[src/sef_pkg.sv]
// Shared types and constants for the streaming Sobel edge filter.
// Used by every module under src; depends on nothing.
package sef_pkg;

   localparam int MAX_WIDTH  = 2048;
   localparam int MAX_HEIGHT = 2048;

   localparam int PIX_W = 8;
   localparam int DIM_W = 12;
   localparam int CNT_W = DIM_W + 2;
   localparam int COL_W = $clog2(MAX_WIDTH);
   localparam int ROW_W = $clog2(MAX_HEIGHT + 2);

   localparam int Q_DEPTH   = 4;
   localparam int Q_PTR_W   = $clog2(Q_DEPTH);
   localparam int Q_LEVEL_W = $clog2(Q_DEPTH + 1);

   localparam int CSR_IDX_W = 1;
   localparam logic [CSR_IDX_W-1:0] CSR_IMAGE_WIDTH  = 1'b0;
   localparam logic [CSR_IDX_W-1:0] CSR_IMAGE_HEIGHT = 1'b1;

   localparam logic [DIM_W-1:0] RESET_WIDTH  = 12'd640;
   localparam logic [DIM_W-1:0] RESET_HEIGHT = 12'd480;

   typedef struct packed {
      logic [PIX_W-1:0] pixel_value;
      logic             is_flush;
   } sef_req_type;

   typedef struct packed {
      logic [PIX_W-1:0] edge_value;
      logic             last_of_frame;
   } sef_rsp_type;

   // masked neighbors that survive the kernel sum (corners top-right and
   // bottom-left cancel out)
   typedef struct packed {
      logic [PIX_W-1:0] up_left;
      logic [PIX_W-1:0] up_mid;
      logic [PIX_W-1:0] mid_left;
      logic [PIX_W-1:0] mid_right;
      logic [PIX_W-1:0] low_mid;
      logic [PIX_W-1:0] low_right;
      logic             last;
   } sef_nbhd_type;

endpackage

[src/sef_back.sv]
// Back end: kernel sum, magnitude and clamp, result register.
// Pops neighborhoods from the queue; depends on sef_pkg.
module sef_back
   import sef_pkg::*;
(
   input  logic         clock,
   input  logic         reset,
   input  sef_nbhd_type head,
   input  logic         not_empty,
   output logic         pop,
   output logic         rsp_valid,
   input  logic         rsp_stall,
   output sef_rsp_type  rsp_data
);

   localparam int SUM_W  = PIX_W + 2;
   localparam int DIFF_W = SUM_W + 1;

   logic                     b1_valid_ff, b1_valid_in;
   logic signed [DIFF_W-1:0] b1_diff_ff;
   logic                     b1_last_ff;
   logic                     rsp_valid_ff, rsp_valid_in;
   sef_rsp_type              rsp_data_ff;

   logic                     out_free, load_b1;
   logic [SUM_W-1:0]         sum_pos, sum_neg, mag;
   logic signed [DIFF_W-1:0] diff, neg_diff;
   logic [PIX_W-1:0]         edge_val;

   always_comb begin
      sum_pos = SUM_W'(head.mid_right) + SUM_W'(head.low_mid) + SUM_W'(head.low_right);
      sum_neg = SUM_W'(head.up_left) + SUM_W'(head.up_mid) + SUM_W'(head.mid_left);
      diff    = $signed({1'b0, sum_pos}) - $signed({1'b0, sum_neg});

      neg_diff = -b1_diff_ff;
      mag      = b1_diff_ff[DIFF_W-1] ? neg_diff[SUM_W-1:0] : b1_diff_ff[SUM_W-1:0];
      // result is twice the difference: saturate once it leaves 8 bits
      edge_val = (mag > SUM_W'(127)) ? 8'hFF : {mag[PIX_W-2:0], 1'b0};

      out_free     = !rsp_valid_ff || !rsp_stall;
      load_b1      = !b1_valid_ff || out_free;
      pop          = not_empty && load_b1;
      b1_valid_in  = load_b1 ? not_empty : b1_valid_ff;
      rsp_valid_in = out_free ? b1_valid_ff : rsp_valid_ff;
   end

   always_ff @(posedge clock) begin
      if (reset) begin
         b1_valid_ff  <= 1'b0;
         rsp_valid_ff <= 1'b0;
      end else begin
         b1_valid_ff  <= b1_valid_in;
         rsp_valid_ff <= rsp_valid_in;
      end
   end

   always_ff @(posedge clock) begin
      if (pop) begin
         b1_diff_ff <= diff;
         b1_last_ff <= head.last;
      end
      if (out_free && b1_valid_ff) begin
         rsp_data_ff.edge_value    <= edge_val;
         rsp_data_ff.last_of_frame <= b1_last_ff;
      end
   end

   assign rsp_valid = rsp_valid_ff;
   assign rsp_data  = rsp_data_ff;

endmodule

[config.mk]
export PLATFORM = sky130hd
export DESIGN_NAME = sef_back
export DESIGN_NICKNAME = d
export VERILOG_FILES = /design/src/sef_pkg.sv /design/src/sef_back.sv
export SDC_FILE = /design/constraint.sdc
export NUM_CORES = 1
export LEC_CHECK = 0
export ABC_AREA = 1
export ABC_CLOCK_PERIOD_IN_PS = 6700
export BUFFER_PORTS_ARGS = -buffer_cell sky130_fd_sc_hd__buf_2
export CAP_MARGIN = 15
export CORE_ASPECT_RATIO = 0.5
export CORE_MARGIN = 10
export CORE_UTILIZATION = 50
export DETAILED_ROUTE_END_ITERATION = 10
export PLACE_DENSITY = 0.76
export SYNTH_ARGS = -nofsm -noshare
export SYNTH_HDL_FRONTEND = slang
export SYNTH_SLANG_ARGS = --single-unit
[constraint.sdc]
create_clock -name clock -period 6.7 [get_ports clock]
set_clock_uncertainty 0.15 [all_clocks]
set_input_delay 0.335 -clock clock [delete_from_list [all_inputs] [get_ports clock]]
set_output_delay 0.335 -clock clock [all_outputs]
set_load 0.005 [all_outputs]
==> flow_metrics.env, run 1 <==
export IMPL_peakVddDrop_mv=0.1340
export IMPL_postPlaceCellArea_sq_mm=0.002776
export IMPL_worstPathMaxFanout=3
export IMPL_grt_pass1_wl_um=8135
export IMPL_area_growth_synth_to_final_pct=17.99
export IMPL_p_per_area_mw_per_mm2=335.5
export IMPL_synth_yosys_warnings=0
export IMPL_rows=17
export IMPL_final_period_minus_worst_setup_slack_ns=3.310
export IMPL_startpoint_to_endpoint_class_of_the_critical_path="input pin to flip-flop"
export IMPL_synthCells=260
export IMPL_unrepaired_setup_endpoints_after_global_routing="false"
export IMPL_yosys_cell_types_count=26
export IMPL_design_core_area_sq_mm=0.004509
export IMPL_postLayoutCellArea_sq_mm=0.002823
export IMPL_mean_syn_cell_area_sq_um=9.201
export IMPL_switching_part_of_the_total=0.4672
export IMPL_overflow=0
export IMPL_multiInputGateArea_sq_mm=0.001366
export IMPL_most_common_library_cell_in_the_layout_ignoring_fill_and_taps="inv_1"
export IMPL_finalSetupTns_ns=0
export IMPL_slowest_stage="fa_1"
export IMPL_design_die_area_sq_mm=0.008119
export IMPL_final_nets=424
export IMPL_drt_first_iter_violations=63
export IMPL_clockBufferDepth=2
export IMPL_postRouteWirelength_um=4553
export IMPL_post_cts_buffers=0
export IMPL_cap_violations=0
export IMPL_crit_required_ns=6.58
export IMPL_switchingPower_w=0.0004424
export IMPL_timing_critical_path_cells="buf_2 -> fa_1 -> fa_1 -> inv_1 -> fa_1 -> inv_1 -> ha_1 -> fa_1 -> nand3_1 -> nand2_1 -> nand3_1 -> nand2_1 -> nand2_1 -> nand2_1"
export IMPL_x_dimension_of_the_die_um=117.8
export IMPL_initial_antenna_violation_count=0
export IMPL_ctsHoldBuffers=0
export IMPL_internal_cell_power_w=0.0005046
export IMPL_first_global_vias=1920
export IMPL_critical_path_arrival_ns=3.19
export IMPL_dr_total_vias=1779
export IMPL_worst_hold_slack_ns=0.08515
export IMPL_seq_power_share=0.287
export IMPL_start_util=0.5305
export IMPL_final_hold_vio_count=0
export IMPL_route_detailed_vias_per_inst=4.538
export IMPL_crit_path_max_incr_delay_ns=0.54
export IMPL_post_cts_resize_count=0
export IMPL_portBuffers=63
export IMPL_endpoint_kind="flip-flop"
export IMPL_report_final_slew_viol_count=0
export IMPL_clk_root_buffer_cell="clkbuf_8"
export IMPL_max_slew_worst_pin_slew_ns=0.6326
export IMPL_fin_crit_sh=0.4940
export IMPL_avgRoutedWirePerCell_um=11.61
export IMPL_fillers=401
export IMPL_pwr_share_clk=0.087
export IMPL_combinationalPowerShare=0.626
export IMPL_cts_tree="built"
export IMPL_seq_area_sq_um=670.6
export IMPL_die_height_um=68.91
export IMPL_top_level_ports=64
export IMPL_slew_limit_headroom=0.5767
export IMPL_antenna_fix_cells=0
export IMPL_synth_seq_area_share=0.2803
export IMPL_most_common_layout_cells="inv_1 (88), buf_2 (63), nand2_1 (32), fa_1 (32), edfxtp_1 (21)"
export IMPL_timing_final_setup_violations=0
export IMPL_htreeDepth=1
export IMPL_worst_min_delay_path_category="input pin to flip-flop"
export IMPL_cts_buffers=3
export IMPL_clk_pin_slew_worst_paths_ns=0.07
export IMPL_synth_net_count=357
export IMPL_util_after_layout=0.6260
export IMPL_status="completed"
export IMPL_maximum_number_of_pins_on_one_net_before_global_route_repair=14
export IMPL_cp_start_kind="input pin"
export IMPL_detailedPlace_worstSlack_ns=3.106
export IMPL_drive_above_1_share=0.2730
export IMPL_insertion_delay_to_the_later_sink_of_the_worst_skew_pair_ns=0.26
export IMPL_drt_pre_antenna_iters=4
export IMPL_weighted_congestion_reported_at_the_end_of_routability_driven_placement=0.8768
export IMPL_dpl_hpwl_um=4161
export IMPL_drtAntennaViolNets=0
export IMPL_grt_use_total=0.1208
export IMPL_fmax_mhz=302.2
export IMPL_final_critical_path_setup_slack_ns=3.390
export IMPL_synthesis_area_sq_mm=0.002392
export IMPL_detail_route_drc_violations=0
export IMPL_numClockSinks=23
export IMPL_synth_ff_latch_count=23
export IMPL_cellLeakagePower_nw=1.543
## layer usage
metal | part of all wire | vias to the layer above | track usage
li1 | - | 908 | -
met1 | 0.41 | 812 | 0.1248
met2 | 0.52 | 52 | 0.2444
met3 | 0.055 | 7 | 0.03077
met4 | 0.016 | 0 | 0.03976
met5 | 0 | - | 0
## final cells by class
cell class | count | share of cell area
Clock inverter | 1 | 0.001773
Clock buffer | 3 | 0.01463
Inverter | 91 | 0.1210
Sequential cell | 23 | 0.2376
Multi-Input combinational cell | 145 | 0.4840
Timing Repair Buffer | 63 | 0.1117
Tap cell | 66 | 0.02926
## critical path, delay by kind of cell
| kind | cells | cell delay (ns) |
|---|---|---|
| adder cells (fa/ha/maj) | 5 | 2.17 |
| AND/OR/NAND/NOR | 6 | 0.46 |
| buffers and inverters | 3 | 0.21 |
## logic make-up after synthesis
family | share of synthesized area
AOI/OAI and AO/OA | 0.03975
xor gates and xnor gates | 0.02197
adders and majority gates | 0.3305
buffers and inverters | 0.1485
DFF | 0.2803
muxes | 0.004184
and+or+nand+nor | 0.1747
## stage by stage
stage	cells	total power, W
floorplan	260	0.0007356
global placement	388	0.0008357
detailed placement	388	0.0008670
CTS	392	0.0009521
global route	392	0.001058
finish	392	0.0009470
## synthesized netlist by cell type
cell type | n | area [sq um]
nand2_4 | 2 | 22.52
nand2_1 | 32 | 120.1
dfxtp_1 | 2 | 40.04
a21oi_1 | 6 | 30.03
nor3b_2 | 1 | 12.51
inv_1 | 88 | 330.3
mux2i_1 | 1 | 10.01
ha_1 | 12 | 150.1
nor2_2 | 2 | 12.51
nand3_1 | 15 | 75.07
inv_2 | 3 | 11.26
o21ai_4 | 1 | 16.27
fa_1 | 32 | 640.6
o21ai_2 | 1 | 8.760
and3_1 | 1 | 6.260
nand4_1 | 9 | 56.30
nand3_2 | 3 | 30.03
xnor2_1 | 1 | 8.760
nand2_2 | 6 | 37.54
a21oi_2 | 2 | 17.52
nor2_4 | 1 | 11.26
o21bai_1 | 3 | 22.52
clkbuf_8 | 1 | 13.76
xor2_1 | 5 | 43.79
nor2_1 | 9 | 33.78
edfxtp_1 | 21 | 630.6
## registers in the layout, indices dropped and copies added (netlist names)
name,count
rsp_valid,1
b1_diff_ff,11
rsp_data,9
b1_last_ff,1
b1_valid_ff,1
## power by group through the flow
stage / Clock (W) / Sequential, W / Combinational [W]
after CTS: 0.0000848 / 0.000270 / 0.000597
after detailed placement: 0 / 0.000274 / 0.000593
after global routing: 0.0000904 / 0.000278 / 0.000690
after floorplan: 0 / 0.000262 / 0.000474
after global placement: 0 / 0.000271 / 0.000565
final: 0.0000823 / 0.000271 / 0.000593
## final timing paths
path | startpoint | endpoint | slack, ns | depth (start not counted)
min reg2reg | b1_last_ff | rsp_data[0] | 0.28 | 0
max reg2reg | b1_diff_ff[1] | rsp_data[6] | 5.03 | 7
min | reset | b1_valid_ff | 0.09 | 2
max | head[10] | b1_diff_ff[9] | 3.39 | 14
(Power assumes the default switching activity.)
==> run 2, diff against run 1 <==
--- a/config.mk
+++ b/config.mk
@@ -5,15 +5,15 @@
 export SDC_FILE = /design/constraint.sdc
 export NUM_CORES = 1
 export LEC_CHECK = 0
-export ABC_AREA = 1
-export ABC_CLOCK_PERIOD_IN_PS = 6700
+export ABC_AREA = 0
+export ABC_CLOCK_PERIOD_IN_PS = 3330
 export BUFFER_PORTS_ARGS = -buffer_cell sky130_fd_sc_hd__buf_2
 export CAP_MARGIN = 15
 export CORE_ASPECT_RATIO = 0.5
 export CORE_MARGIN = 10
 export CORE_UTILIZATION = 50
 export DETAILED_ROUTE_END_ITERATION = 10
-export PLACE_DENSITY = 0.76
+export PLACE_DENSITY = 0.78
 export SYNTH_ARGS = -nofsm -noshare
 export SYNTH_HDL_FRONTEND = slang
 export SYNTH_SLANG_ARGS = --single-unit
==> constraint.sdc (replaced) <==
create_clock -name clock -period 3.33 [get_ports clock]
set_clock_uncertainty 0.15 [all_clocks]
set_input_delay 0.1665 -clock clock [delete_from_list [all_inputs] [get_ports clock]]
set_output_delay 0.1665 -clock clock [all_outputs]
set_load 0.005 [all_outputs]
==> run 2 against run 1 <==
  * First-iteration DRC count shrank 63%
  * Worst setup slack lost 3.3 ns
  * Register-to-register slack lost 4.0 ns
  * Highest routed layer unchanged
  * Critical path type unchanged
==> flow_metrics.env, run 2 <==
export IMPL_cellLeakagePower_nw=1.367
export IMPL_clk_root_buffer_cell="clkbuf_8"
export IMPL_grt_use_total=0.1082
export IMPL_peakVddDrop_mv=0.2630
export IMPL_switchingPower_w=0.0007321
export IMPL_clk_pin_slew_worst_paths_ns=0.08
export IMPL_registers_top_by_ff_count="b1_diff_ff"
export IMPL_fmax_mhz=305.8
export IMPL_weighted_congestion_reported_at_the_end_of_routability_driven_placement=0.8024
export IMPL_synth_seq_area_share=0.3075
export IMPL_final_nets=376
export IMPL_yosys_cell_types_count=32
export IMPL_postRouteWirelength_um=3980
export IMPL_synthTopCellsByCount="inv_1 (73), fa_1 (32), edfxtp_1 (21), ha_1 (12), nand3_1 (9)"
export IMPL_cts_tree="built"
export IMPL_cap_violations=0
export IMPL_met3RoutedLength_um=191
export IMPL_dr_total_vias=1503
export IMPL_most_common_library_cell_in_the_layout_ignoring_fill_and_taps="inv_1"
export IMPL_post_cts_buffers=0
export IMPL_worst_hold_slack_ns=0.01912
export IMPL_area_growth_synth_to_final_pct=23.69
export IMPL_endpoint_kind="flip-flop"
export IMPL_drive_above_1_share=0.3022
export IMPL_numClockSinks=23
export IMPL_mean_syn_cell_area_sq_um=10.69
export IMPL_final_hold_vio_count=0
export IMPL_async_reset_ff_frac=0
export IMPL_die_height_um=66.70
export IMPL_maximum_number_of_pins_on_one_net_before_global_route_repair=15
export IMPL_rows=16
export IMPL_worstPathMaxFanout=2
export IMPL_seq_power_share=0.300
export IMPL_synth_ff_latch_count=23
export IMPL_slowest_stage="fa_1"
export IMPL_crit_path_max_incr_delay_ns=0.52
export IMPL_synth_largest_type_area_fraction=0.2937
export IMPL_most_common_layout_cells="inv_1 (73), buf_2 (64), fa_1 (31)"
export IMPL_timing_critical_path_cells="buf_2 -> fa_1 -> fa_1 -> inv_1 -> fa_1 -> inv_1 -> ha_1 -> fa_2 -> a21oi_2 -> o2bb2ai_2 -> o41ai_2 -> xnor2_1"
export IMPL_synthesis_area_sq_mm=0.002181
export IMPL_portBuffers=63
export IMPL_clockBufferDepth=2
export IMPL_combinationalPowerShare=0.605
export IMPL_max_slew_worst_pin_slew_ns=0.5801
export IMPL_p_total_w=0.001801
export IMPL_insertion_delay_to_the_later_sink_of_the_worst_skew_pair_ns=0.26
export IMPL_fillers=328
export IMPL_cp_start_kind="input pin"
export IMPL_slew_limit_headroom=0.6133
export IMPL_avgRoutedWirePerCell_um=11.99
export IMPL_yosys_area_top_type="fa_1"
export IMPL_crit_required_ns=3.20
export IMPL_htreeDepth=1
export IMPL_synth_edf_count=21
export IMPL_design_die_area_sq_mm=0.007564
export IMPL_drt_pre_antenna_iters=4
export IMPL_route_detailed_vias_per_inst=4.527
export IMPL_overflow=0
export IMPL_detail_route_drc_violations=0
export IMPL_critical_path_most_common_cell="fa_1"
export IMPL_switching_part_of_the_total=0.4066
export IMPL_initial_antenna_violation_count=0
export IMPL_cts_buffers=3
export IMPL_x_dimension_of_the_die_um=113.4
export IMPL_cp_buffers_inverters=3
export IMPL_report_final_slew_viol_count=0
export IMPL_pwr_share_clk=0.096
export IMPL_synth_top_cells_by_area="fa_1 (29%), edfxtp_1 (29%), inv_1 (13%)"
export IMPL_highest_layer="met4"
export IMPL_p_per_area_mw_per_mm2=667.5
export IMPL_first_global_vias=1704
export IMPL_status="completed"
export IMPL_timing_final_setup_violations=0
export IMPL_drtAntennaViolNets=0
export IMPL_drt_first_iter_violations=23
export IMPL_antenna_fix_cells=0
export IMPL_largest_register_ffs=11
export IMPL_ys_dominant_reg_cell="edfxtp_1"
export IMPL_worst_min_delay_path_category="input pin to flip-flop"
export IMPL_critPathTopFamily="adder cells"
export IMPL_start_util=0.5393
export IMPL_top_level_ports=64
export IMPL_synthMostInstantiatedCell="inv_1"
export IMPL_final_period_minus_worst_setup_slack_ns=3.270
export IMPL_synth_yosys_warnings=0
export IMPL_synthCells=204
export IMPL_synth_net_count=301
export IMPL_grt_pass1_wl_um=7058
export IMPL_startpoint_to_endpoint_class_of_the_critical_path="input pin to flip-flop"
export IMPL_wl_met2_um=2049
export IMPL_critical_path_arrival_ns=3.14
export IMPL_wirelength_met1_um=1673
export IMPL_design_core_area_sq_mm=0.004044
export IMPL_unrepaired_setup_endpoints_after_global_routing="true"
export IMPL_fin_crit_sh=0.9819
export IMPL_dpl_hpwl_um=3565
export IMPL_internal_cell_power_w=0.001069
## run 2: cell types whose count changed after synthesis, moves of 3 or more
cell / change
nand2_1: -26
inv_1: -15
nand4_1: -8
nand2_2: -6
nand3_1: -6
nor2_1: -5
xnor2_1: +5
a21o_1: +4
inv_2: -3
nand3_2: -3
## run 2: timing repair
| action | 4_1_cts | 5_1_grt |
|---|---|---|
| endpoints found under the hold margin | 3 | 0 |
| endpoints found under the setup margin | 0 | 3 |
| gates resized for setup | 0 | 3 |
| hold buffers | 3 | 0 |
## run 2: metrics by stage
step           setup TNS [ns]  std cells  worst slack (ns)  utilization  cell area [sq um]
6_report                    0        332           0.06033       0.6671               2698
5_1_grt              -0.07465        332          -0.07465       0.6671               2698
4_1_cts                     0        331           0.04070       0.6627               2680
3_5_place_dp          -0.8808        324           -0.2515       0.6433               2601
3_3_place_gp          -0.3714        324           -0.1590       0.6433               2601
2_1_floorplan               0        204          0.006260            -               2192
## run 2: cells by family (layout without fill, tap and decap cells)
family | Yosys count | count (layout) | synth area share
AO/OA/AOI/OAI | 22 | 22 | 0.08147
XOR/XNOR | 12 | 12 | 0.04819
adder cells (fa/ha/maj) | 44 | 44 | 0.3626
buffers and inverters | 74 | 148 | 0.1274
flip-flops | 23 | 23 | 0.3075
AND/OR/NAND/NOR | 29 | 29 | 0.07286
## run 2: final timing paths
| path | from | to | slack [ns] | cells past startpoint |
|---|---|---|---|---|
| max | head[10] | b1_diff_ff[9] | 0.06 | 12 |
| min | rsp_stall | rsp_valid | 0.02 | 3 |
| max reg2reg | b1_diff_ff[0] | rsp_data[3] | 1.00 | 6 |
| min reg2reg | b1_last_ff | rsp_data[0] | 0.28 | 0 |
## run 2: area by class of cell
type / count / area, sq um / area share
flip-flops and latches: 23 / 670.6 / 0.2486
clock buffers: 3 / 41.29 / 0.01531
inverters: 73 / 274.0 / 0.1016
multi-input cells: 107 / 1256 / 0.4657
repair buffers: 71 / 380.4 / 0.1410
well taps: 54 / 67.56 / 0.02505
clock inverters: 1 / 7.507 / 0.002783
## run 2: power by group through the flow
stage               Combinational (W)  Clock (W)  Sequential [W]
global route                  0.00125   0.000189        0.000549
detailed placement            0.00107          0        0.000544
global placement              0.00102          0        0.000538
CTS                           0.00107   0.000178        0.000538
floorplan                    0.000809          0        0.000521
finish                        0.00109   0.000172        0.000539
## run 2: worst register-to-register path, stage by stage, from the launching register on
cell,delay (ns)
edfxtp_1,0.40
inv_1,0.09
ha_1,0.17
or3b_4,0.40
o31a_1,0.30
o32ai_4,0.36
o2111ai_1,0.18
## run 2: routing by layer
layer,vias up,GRT usage
met5,-,0
met4,0,0.03616
li1,774,-
met1,690,0.1229
met2,33,0.1986
met3,6,0.02592
