### src/sef_pkg.sv
// Shared types and constants for the streaming Sobel edge filter.
// Used by every module under src; depends on nothing.
package sef_pkg;

   localparam int MAX_WIDTH  = 2048;
   localparam int MAX_HEIGHT = 2048;

   localparam int PIX_W = 8;
   localparam int DIM_W = 12;
   localparam int CNT_W = DIM_W + 2;
   localparam int COL_W = $clog2(MAX_WIDTH);
   localparam int ROW_W = $clog2(MAX_HEIGHT + 2);

   localparam int Q_DEPTH   = 4;
   localparam int Q_PTR_W   = $clog2(Q_DEPTH);
   localparam int Q_LEVEL_W = $clog2(Q_DEPTH + 1);

   localparam int CSR_IDX_W = 1;
   localparam logic [CSR_IDX_W-1:0] CSR_IMAGE_WIDTH  = 1'b0;
   localparam logic [CSR_IDX_W-1:0] CSR_IMAGE_HEIGHT = 1'b1;

   localparam logic [DIM_W-1:0] RESET_WIDTH  = 12'd640;
   localparam logic [DIM_W-1:0] RESET_HEIGHT = 12'd480;

   typedef struct packed {
      logic [PIX_W-1:0] pixel_value;
      logic             is_flush;
   } sef_req_type;

   typedef struct packed {
      logic [PIX_W-1:0] edge_value;
      logic             last_of_frame;
   } sef_rsp_type;

   // masked neighbors that survive the kernel sum (corners top-right and
   // bottom-left cancel out)
   typedef struct packed {
      logic [PIX_W-1:0] up_left;
      logic [PIX_W-1:0] up_mid;
      logic [PIX_W-1:0] mid_left;
      logic [PIX_W-1:0] mid_right;
      logic [PIX_W-1:0] low_mid;
      logic [PIX_W-1:0] low_right;
      logic             last;
   } sef_nbhd_type;

endpackage

### src/sef_queue.sv
// Short FIFO of neighborhood transactions between front and back end.
// Depends on sef_pkg.
module sef_queue
   import sef_pkg::*;
(
   input  logic                 clock,
   input  logic                 reset,
   input  logic                 push,
   input  sef_nbhd_type         push_data,
   input  logic                 pop,
   output sef_nbhd_type         head,
   output logic                 not_empty,
   output logic [Q_LEVEL_W-1:0] level
);

   sef_nbhd_type         entry_ff [Q_DEPTH];
   logic [Q_PTR_W-1:0]   wr_ptr_ff, wr_ptr_in;
   logic [Q_PTR_W-1:0]   rd_ptr_ff, rd_ptr_in;
   logic [Q_LEVEL_W-1:0] level_ff, level_in;

   function automatic logic [Q_PTR_W-1:0] ptr_next(input logic [Q_PTR_W-1:0] p);
      if (p == Q_PTR_W'(Q_DEPTH - 1)) begin
         return '0;
      end
      return p + Q_PTR_W'(1);
   endfunction

   always_comb begin
      wr_ptr_in = push ? ptr_next(wr_ptr_ff) : wr_ptr_ff;
      rd_ptr_in = pop ? ptr_next(rd_ptr_ff) : rd_ptr_ff;
      level_in  = level_ff;
      if (push && !pop) begin
         level_in = level_ff + Q_LEVEL_W'(1);
      end else if (pop && !push) begin
         level_in = level_ff - Q_LEVEL_W'(1);
      end
   end

   always_ff @(posedge clock) begin
      if (reset) begin
         wr_ptr_ff <= '0;
         rd_ptr_ff <= '0;
         level_ff  <= '0;
      end else begin
         wr_ptr_ff <= wr_ptr_in;
         rd_ptr_ff <= rd_ptr_in;
         level_ff  <= level_in;
      end
   end

   always_ff @(posedge clock) begin
      if (push) begin
         entry_ff[wr_ptr_ff] <= push_data;
      end
   end

   assign head      = entry_ff[rd_ptr_ff];
   assign not_empty = (level_ff != '0);
   assign level     = level_ff;

endmodule

### config.mk
export PLATFORM = sky130hd
export DESIGN_NAME = sef_queue
export DESIGN_NICKNAME = d
export VERILOG_FILES = /design/src/sef_pkg.sv /design/src/sef_queue.sv
export SDC_FILE = /design/constraint.sdc
export NUM_CORES = 1
export LEC_CHECK = 0
export BUFFER_PORTS_ARGS = -buffer_cell sky130_fd_sc_hd__buf_2
export CORE_MARGIN = 3
export CORE_UTILIZATION = 52
export DETAILED_ROUTE_END_ITERATION = 10
export HOLD_SLACK_MARGIN = 0.02
export PLACE_DENSITY = 0.73
export SLEW_MARGIN = 10
export SYNTH_ARGS = -nofsm -noshare
export SYNTH_HDL_FRONTEND = slang
export SYNTH_SLANG_ARGS = --single-unit
### constraint.sdc
create_clock -name clock -period 6.4 [get_ports clock]
set_clock_uncertainty 0.05 [all_clocks]
set_input_delay 0.96 -clock clock [delete_from_list [all_inputs] [get_ports clock]]
set_output_delay 0.96 -clock clock [all_outputs]
set_load 0.05 [all_outputs]
==> out/results.txt, run 1 <==
Summing every instance area after synthesis gives 7530 sq um. Insertion delay to the later sink of the worst-skew pair: 480 ps. Launching element type of the critical path: a flip-flop. The overall die height is 126 microns. The final-report hold violation count came out at 0. The type of the worst min-delay path is flip-flop to flip-flop. Clock tree synthesis found a total of 205 sinks. Gate family responsible for the most delay along the worst path: flip-flops. The number of buffers created by CTS came out at 20. The count of buffers added on input and output ports is 105.

Power comes to 3.05 mW. Hold timing on the final database bottoms out at a slack of 460 ps. Headroom to the max-slew limit came out at 34.0%. Setup violations remaining at the end of the flow were counted as 0.

Leaving out filler cells and counting taps, the final layout contains 614. The post-detailed-route via-to-cell ratio works out to 5.53. On the worst path, the slowest cell contributes a delay of 990 ps. After detailed routing, the average wire length per cell comes to 20.6 microns. The number of rows created at floorplan came out at 43.

The library cell used most frequently in the layout, excluding fill and tap cells, is sky130_fd_sc_hd__edfxtp_1. The logs give 0 for the aggregate global routing overflow and 0 for the number of warning messages in the yosys log. The cell with the largest stage delay on the worst path was sky130_fd_sc_hd__dfxtp_4. In this run, post-CTS repair resized a total of 0 instances.

After detailed routing, the total wire length is 12.6 mm. At the worst endpoint, the arrival time is 2410 ps. The analysis attributes to cell leakage a power of 3.04 nW. In the final design database the tool counted 480 nets. The congestion estimate from routability-driven global placement came to 0.692. Starting utilization of the core area: 53.6%. The endpoint identified for the worst register-to-register timing path is entry_ff[2][17].

IR analysis of the VDD net gives a maximum drop of 0.263 mV. Clock tree buffer depth: 3. The via count of the first global-routing pass was 3,596. Timing analysis after detailed placement gives a worst setup slack of 3380 ps. The floorplan step defined a die boundary enclosing 16,000 sq um. The initial antenna violation count was 1; the summed negative setup slack over all endpoints was 0 ps. With fillers left out, the area of the finished cells amounts to 8860 sq um. Buffers added to address setup during post-CTS repair amount to 0. Setup slack closes at 2980 ps.

The kind of end point of the critical path is a primary output. For the max-slew violation count, the log shows 0. Total buffers and inverters traversed by the critical path: 1. The critical path depth in cells was 2. The pin slew with the least headroom to its limit works out to 990 ps.

In the layout the commonest cells are sky130_fd_sc_hd__edfxtp_1 (196), sky130_fd_sc_hd__buf_2 (105), sky130_fd_sc_hd__mux4_2 (47). Before antenna repair, the detailed router went through 4 iterations. The via count is 3,395. The average cell area after synthesis came out at 25.2 sq um. The aggregate global-route resource usage is 16.1%, and the die boundary width is 126 microns. The class of the most critical setup path was flip-flop to primary output.

The total cell area at the placement stage was 8230 sq um. The core region is 14,000 sq um. Counting every net in the synthesized netlist gives 359. In this run the critical register-to-register path is launched from wr_ptr_ff[0]. TritonCTS built the clock tree. The number of antenna-violating nets in the routed design is 0.

The worst register-to-register path has a depth of 4. Summing the sequential cell areas from Yosys gives 80.6% of the chip area. Once placement completed, the tool counted placed cells totaling 578. 106 I/O pins were placed.

The maximum fanout along the worst path works out to 49. The number of standard cells after synthesis is 299. The data required time of the critical path was 5390 ps. Dividing total power by cell area gives a power density of 344 nW/um^2. After synthesis, the cell types taking the most area are sky130_fd_sc_hd__edfxtp_1 (78%), sky130_fd_sc_hd__mux4_2 (14%), sky130_fd_sc_hd__dfxtp_1 (2.4%), sky130_fd_sc_hd__ha_1 (1.0%), sky130_fd_sc_hd__mux4_1 (0.70%). The run gives 0 as the count of inserted antenna diode cells. The DRC violation count after routing is 0. The tools report the max-capacitance violation count as 0. The setup slack of the most critical reg-to-reg path is 4370 ps. The critical path goes through mux4_1 -> buf_2. The depth of the CTS H-tree was 1; the post-synthesis cell type count was 20. After layout, the worst path uses 53.5% of the clock period. Of the cells placed in the final design, the portion with a size suffix greater than 1 is 43.5%.

The count of hold-fix buffers inserted at cts was 0; the HPWL reported at the end of detailed placement was 7.62 mm. The critical path ends at head[1]. The leading area contributor after synthesis was sky130_fd_sc_hd__edfxtp_1.

After layout, the minimum clock period comes to 3420 ps. The utilization after layout is 63.1%. The clock transition time at the flip-flop clock pins of the worst setup and hold paths was 60 ps. The first global-routing pass estimated 19.9 mm of wire.

The flop and latch count out of synthesis is 205, and the layout overhead on the synthesized area is 17.7%. Entering global routing, the biggest net connects 50 pins. The cell chosen for the clock root was sky130_fd_sc_hd__clkbuf_16. The area share of the leading cell type in the synthesized netlist came out at 78.2%. For the violation count after the first detailed-routing iteration, the log shows 245. Setup repair after global routing left no endpoint under its margin. The flow ran to the end, and the final reports show no timing, DRC or antenna violations.

The run gives 0.292 GHz as the highest achievable clock rate.
[worst min-delay path by stage]
stage                       startpoint   endpoint  slack (ps)  depth (start not counted)
after global placement        level[2]   level[2]         430                          2
after CTS                     level[2]   level[2]         470                          2
after global routing          level[2]   level[2]         500                          2
after detailed placement      level[2]   level[2]         460                          2
final                         level[2]   level[2]         460                          2
after floorplan           rd_ptr_ff[1]  flip-flop         440                          2
[power breakdown]
group	switching (mW)	internal (mW)	leakage (nW)
Sequential	0.0335	1.54	1.88
Combinational	0.261	0.114	0.857
Clock	0.452	0.654	0.308
[kinds of logic after synthesis]
| logic type | after synthesis | synth area share [%] |
|---|---|---|
| buf+inv | 15 | 1.46 |
| fa+ha+maj | 7 | 1.26 |
| mux | 53 | 15.3 |
| flops | 205 | 80.6 |
| simple gates | 14 | 0.948 |
| xor+xnor | 2 | 0.233 |
| compound gates | 3 | 0.199 |
[sequential cells by signal, summed over array words and instances, names as in the netlist, named ones only]
register / cells
entry_ff: 196
level: 3
rd_ptr_ff: 2
wr_ptr_ff: 2
[layout make-up]
| class | count | area (sq um) |
|---|---|---|
| Inverter | 4 | 15.0 |
| Tap cell | 180 | 225 |
| Clock inverter | 13 | 118 |
| Clock buffer | 23 | 512 |
| Timing Repair Buffer | 110 | 563 |
| Sequential cell | 205 | 6070 |
| Fill cell | 956 | 5180 |
| Multi-Input combinational cell | 79 | 1360 |
[cells in the mapped netlist, drive strengths merged]
master  instances
edfxtp        196
mux4           49
buf            11
dfxtp           9
nor2            7
ha              6
and2            4
inv             4
mux2i           4
a21oi           2
or3             2
xor2            2
fa              1
nor3b           1
o21ai           1
[worst register-to-register path: stages, from the launching register on]
cell and delay (ps):
sky130_fd_sc_hd__dfxtp_1 350, sky130_fd_sc_hd__inv_1 100, sky130_fd_sc_hd__ha_1 150, sky130_fd_sc_hd__and2_2 490
sky130_fd_sc_hd__buf_4 510
[layer usage]
layer	routed length, microns	vias up	track usage [%]
li1	-	1511	-
met1	5150	1755	23.0
met5	12	-	0
met2	6300	106	25.6
met4	261	2	3.79
met3	909	21	4.13
No activity file was read; power rests on OpenSTA's default activity.
==> run 2, diff against run 1 <==
- clock period: 6.4 -> 3.4 ns (I/O delays scaled with it)
==> run 2 against run 1 <==
Net effect:
- sequential share of layout area shrank 1.0 points
- core utilization grew 0.97 points
- power grew 96%
- worst hold slack lost 260 ps
- largest power group unchanged
==> out/results.txt, run 2 (synthesis results as in run 1) <==
The flow ran to the end, and the final reports show no timing, DRC or antenna violations. Using the TritonRoute via totals, the vias-per-cell ratio works out to 5.58. The minimum clock period after layout came out at 2920 ps.

The hold path depth works out to 1. The depth of the CTS H-tree is 1. Dividing total power by cell area gives a power density of 663 nW/um^2. The peak per-stage delay on the critical path is 770 ps. The tools report the DRC violation count after routing as 0. The number of buffers inserted by port buffering was 105. The tools report the via count as 3,442.

The tools report the via count of the first global-routing pass as 3,735. The critical path in this run is classified as flip-flop to primary output. The clock passes through at most 3 buffers. The summed negative setup slack over all endpoints came out at 0 ps. Pin placement for this block handled 106 I/O pins. The run gives 14,000 sq um as the placeable core region.

The worst IR drop on VDD was 0.586 mV. Counting the buffers created by CTS gives 21. Leaving out fill and tap cells, the most frequent cells in the layout are sky130_fd_sc_hd__edfxtp_1 (196), sky130_fd_sc_hd__buf_2 (105), sky130_fd_sc_hd__mux4_2 (47).

The floorplan step defined a die boundary enclosing 16,000 sq um. Along the worst path, the maximum fanout reaches 31. The tools report the aggregate global routing overflow as 0.

The number of cell instances on the worst register-to-register path is 4. At the end of the flow, the number of nets in the layout was 483. The analysis attributes to cell leakage a power of 3.09 nW.

The number of rows created at floorplan came out at 43. The tools report the insertion delay to the later sink of the worst-skew pair as 460 ps. Headroom to the max-slew limit: 51.8%. The worst setup path is launched from a flip-flop.

The first global-routing pass estimated 20.8 mm of wire. The data arrival time of the worst path was 2360 ps. Clock sink count: 205. The clock transition time at the flip-flop clock pins of the worst setup and hold paths came out at 60 ps. After detailed routing, the average wire length per cell comes to 21.0 microns. The pre-antenna-repair detailed-routing pass consisted of 4 iterations.

The final-report hold violation count is 0, and the share of the cycle needed by the critical path after routing is 86.0%. For this design, the slowest cell found on the critical path is sky130_fd_sc_hd__dfxtp_4. At the pin with the least slew margin, the transition time is 723 ps. The tools report the pre-CTS setup slack as 876 ps. Entering global routing, the biggest net connects 50 pins. Setup violations remaining at the end of the flow were counted as 0. Initial antenna violation count: 1. The commonest non-fill, non-tap cell in the layout was sky130_fd_sc_hd__edfxtp_1. The share of cells above drive strength 1 is 44.2%, and the minimum setup slack in the final design is 477 ps. The layout overhead on the synthesized area was 19.5%; the violation count after the first detailed-routing iteration was 241.

The signal on the critical path passes through buf_4 -> mux4_2 -> buf_2. Hold is met by 201 ps. The highest achievable clock rate was 0.342 GHz; the HPWL reported at the end of detailed placement was 7.98 mm. For this block, the routed nets add up to 13.0 mm of wire.

In this run the number of cells on the critical path is 3. In this run the worst hold path is classified as primary input to flip-flop. TritonCTS built the clock tree. For the count of inserted antenna diode cells, the log shows 0. The tools report the cell chosen for the clock root as sky130_fd_sc_hd__clkbuf_16. The final weighted congestion of routability-driven global placement is 0.720. The run gives 16.8% as the aggregate global-route resource usage.

Setup repair after global routing left no endpoint under its margin. Post-CTS timing repair inserted 0 buffers for setup. The max-slew violation count was 0. The register with the most flip-flops was entry_ff.

The detail route stage leaves a number of antenna-violating nets equal to 0. The data required time of the critical path was 2840 ps; the total buffers and inverters traversed by the critical path was 2. The kind of cell with the highest combined delay along the critical path is flip-flops.

For this configuration, the core starts out at a cell density of 53.6%. The register with the most flip-flops in the layout has 196 of them. After clock tree synthesis, the repair step resized 0 gates.

The max-capacitance violation count is 0, and the die boundary width is 126 microns. The overall die height came out at 126 microns. For the count of hold-fix buffers inserted at cts, the log shows 0.

The tools report the kind of end point of the critical path as a primary output. After filler insertion, the fill cell instance count of the layout stands at 948.
[run 2: cell count changes in the layout (fill, tap and decap cells not counted), sizes merged]
| cell | before | now |
|---|---|---|
| clkinv | 11 | 10 |
| bufinv | 2 | 4 |
| buf | 110 | 112 |
| clkbuf | 23 | 22 |
| clkinvlp | 0 | 1 |
[run 2: metrics by stage]
stage	area [sq um]	total power [mW]	cells	util, %
finish	8990	5.97	617	64.1
CTS	8990	6.03	617	64.1
global placement	8290	3.72	580	59.1
floorplan	7530	3.54	299	-
global route	8990	6.17	617	64.1
detailed placement	8290	3.74	580	59.1
[run 2: metal layers]
metal	routed length, microns	track usage [%]	vias up
met5	7	0	-
met4	195	4.48	2
met3	1060	4.34	20
met2	6380	26.7	122
met1	5320	23.8	1781
li1	-	-	1517
[run 2: area by class of cell]
| type | count | area [sq um] | share of cell area [%] |
|---|---|---|---|
| multi-input cells | 79 | 1360 | 15.1 |
| well taps | 180 | 225 | 2.50 |
| repair buffers | 112 | 628 | 6.98 |
| inverters | 4 | 15.0 | 0.167 |
| flip-flops and latches | 205 | 6070 | 67.5 |
| clock buffers | 22 | 529 | 5.88 |
| clock inverters | 15 | 171 | 1.91 |
[run 2: where the power goes]
group          internal [mW]  switching (mW)
clock network           1.43           0.866
logic                  0.223           0.501
registers               2.89          0.0573
[run 2: final timing paths]
kind	from	end	slack, ps
min	push_data[23]	entry_ff[2][23]	200
max	flip-flop	head[37]	480
min reg2reg	level[2]	level[2]	450
max reg2reg	wr_ptr_ff[0]	entry_ff[0][7]	1560
==> run 3, diff against run 2 <==
--- a/config.mk
+++ b/config.mk
@@ -8,2 +8,3 @@
 export BUFFER_PORTS_ARGS = -buffer_cell sky130_fd_sc_hd__buf_2
+export CORE_ASPECT_RATIO = 1.75
 export CORE_MARGIN = 3
==> constraint.sdc (replaced) <==
create_clock -name clock -period 2.7 [get_ports clock]
set_clock_uncertainty 0.05 [all_clocks]
set_input_delay 0.54 -clock clock [delete_from_list [all_inputs] [get_ports clock]]
set_output_delay 0.54 -clock clock [all_outputs]
set_load 0.05 [all_outputs]
==> run 3 against run 2 <==
Net effect:
- flip-flop and latch count unchanged
- core utilization decreased by 0.17 points
- global-route usage decreased by 0.12 points
- first-iteration DRC count decreased by 20%
- clock power increased by 17%
- combinational power increased by 31%
- cell area decreased by 0.21%
- setup slack got worse by 320 ps
- count of clock-buffer cells in the layout increased by 2
- critical path type unchanged
- highest routed layer unchanged
==> out/results.txt, run 3 (synthesis results as in run 1) <==
Cell chosen for the clock root: sky130_fd_sc_hd__clkbuf_16. The areal power density over the cells is 815 nW/um^2. Launching element type of the critical path: a flip-flop.

TritonCTS built the clock tree. The data arrival time of the worst path was 1950 ps; the number of antenna-violating nets in the routed design was 0. The utilization after layout was 63.9%. In this design, the largest share of critical-path delay is due to flip-flops.

The longest clock path from root to sink contains 3 buffers. The library cell used most frequently in the layout, excluding fill and tap cells, is sky130_fd_sc_hd__edfxtp_1. On the final layout, the worst hold slack is 222 ps. The DRC violation count after routing was 0; the overall die height was 165 microns. The final design instance area without fill is 8980 sq um.

The placeable core region was 14,000 sq um. In this run, post-CTS repair resized a total of 0 instances. The clock sink count was 205. The critical path is of the flip-flop to primary output type. The max-slew violation count came out at 0. Setup repair after global routing left no endpoint under its margin. The number of buffers inserted to repair setup after CTS was 0; the count of boundary I/O pins was 106.

The die boundary width is 96.9 microns, and the violation count after the first detailed-routing iteration is 194. Summed over all cells, the static leakage comes to 3.08 nW. In this run the number of cells on the critical path is 3. The tools report the launching point of the worst reg2reg path as level[0]. In this design, the stage delay of the slowest critical-path cell is 630 ps. Wires add up to 13.1 mm. STA classifies the critical path endpoint as a primary output.

Count of hold-fix buffers inserted at cts: 0. Along the worst path, the maximum fanout reaches 27. In the global route stage, overall resource usage came out at 16.7%. The max-capacitance violation count was 0. In this run the core area contains 57 standard-cell rows.

The run gives 3,727 as the via count of the first global-routing pass. The worst register-to-register path ends at level[2]. In the layout the commonest cells are sky130_fd_sc_hd__edfxtp_1 (196), sky130_fd_sc_hd__buf_2 (105), sky130_fd_sc_hd__mux4_2 (47). The number of cells on the worst reg-to-reg path is 4. The setup slack of the most critical reg-to-reg path was 1120 ps; the count of inserted antenna diode cells was 0. Routability-driven placement finished with a final weighted congestion of 0.730. The minimum clock period after layout is 2540 ps, and the final-report hold violation count is 0. Input and output buffers added on the ports amount to 105. In the final design database the tool counted 483 nets.

The capturing instance or port of the critical path is head[29]. The slowest stage of the critical path belongs to the cell sky130_fd_sc_hd__dfxtp_2. The number of clock buffers added by TritonCTS is 18. The first-pass GRT wire length was 20.4 mm; the initial antenna violation count was 1.

The number of buffers and inverters on the critical path is 2. Depth of the CTS H-tree: 1. The initial utilization of the core area, before any placement, comes to 53.6%. The tools report the total cell area at the placement stage as 8330 sq um. The pin slew with the least headroom to its limit came out at 476 ps. Detailed placement ended at an HPWL of 8.12 mm.

Setup violations remaining at the end of the flow were counted as 0. For the worst setup path, the data required time is 2110 ps. After detailed routing, the average wire length per cell comes to 21.3 microns.

Before CTS, the worst setup slack after placement is 534 ps. The pre-antenna-repair detailed-routing pass consisted of 4 iterations. The headroom to the max-slew limit was 68.3%.

The register with the most flip-flops in the final layout is entry_ff. The run gives 3,402 as the via count. The summed negative setup slack over all endpoints is 0 ps, and the share of cells above drive strength 1 is 45.1%. Walking the worst path, the cells encountered are buf_12 -> mux4_2 -> buf_2.

The flip-flop count of the largest register, all copies and words added is 196. The run finished with clean final reports. Post-detailed-route via-to-cell ratio: 5.56. For this run the aggregate overflow at the end of global routing stands at 0. Clock-pin slew was measured on the worst setup and hold paths at 70 ps.

The share of the cycle needed by the critical path after routing works out to 94.1%. From synthesis to final layout, the design area changed by 19.3%. The worst path meets setup with 160 ps of slack.

The floorplan die area was 16,000 sq um; the worst IR drop on VDD was 0.481 mV. Entering global routing, the biggest net connects 50 pins. The clock reaches the later pin of the worst-skew pair after 480 ps.

The min-delay analysis places its worst path in the category primary input to flip-flop. The tools report the highest achievable clock rate as 0.394 GHz.
-- run 3: cell count changes in the layout (fill, tap and decap cells not counted), moves of 2 or more --
cell and delta:
sky130_fd_sc_hd__clkbuf_1 +3, sky130_fd_sc_hd__clkinvlp_4 +2, sky130_fd_sc_hd__clkinv_1 -8, sky130_fd_sc_hd__clkbuf_16 -2
sky130_fd_sc_hd__buf_12 +2
-- run 3: routing by layer --
| layer | wire (microns) | GRT usage [%] | up-vias |
|---|---|---|---|
| li1 | - | - | 1508 |
| met5 | 7 | 0 | - |
| met2 | 7380 | 30.7 | 93 |
| met4 | 312 | 5.75 | 2 |
| met3 | 603 | 3.07 | 23 |
| met1 | 4750 | 19.7 | 1776 |
-- run 3: worst min-delay path by stage --
stage,cells after the start,start,end
final,1,push_data[42],entry_ff[3][42]
after detailed placement,2,level[2],level[2]
after floorplan,2,rd_ptr_ff[1],flip-flop
after global placement,2,level[2],level[2]
after CTS,1,push_data[22],entry_ff[1][22]
after global routing,1,push_data[42],entry_ff[3][42]
-- run 3: final cells by class --
cell class / instances / area (sq um)
fillers: 955 / 5070
clock buffers: 24 / 504
repair buffers: 115 / 676
multi-input cells: 79 / 1360
inverters: 4 / 15.0
well taps: 177 / 221
clock inverters: 8 / 134
flip-flops and latches: 205 / 6070
-- run 3: where the power goes --
group	total, mW	switching [mW]	internal, mW
clock	2.68	1.06	1.62
combinational	0.951	0.659	0.292
sequential	3.69	0.0512	3.64
-- run 3: worst register-to-register path: stages (launching register included) --
cell	delay, ps
sky130_fd_sc_hd__dfxtp_1	360
sky130_fd_sc_hd__fa_1	440
sky130_fd_sc_hd__xor2_1	180
sky130_fd_sc_hd__or3_1	320
sky130_fd_sc_hd__a21oi_1	160
-- run 3: stage by stage --
stage | instances | total power [mW]
after CTS | 611 | 7.39
after global placement | 579 | 4.69
after floorplan | 299 | 4.45
after global routing | 612 | 7.55
after detailed placement | 579 | 4.72
final | 612 | 7.32
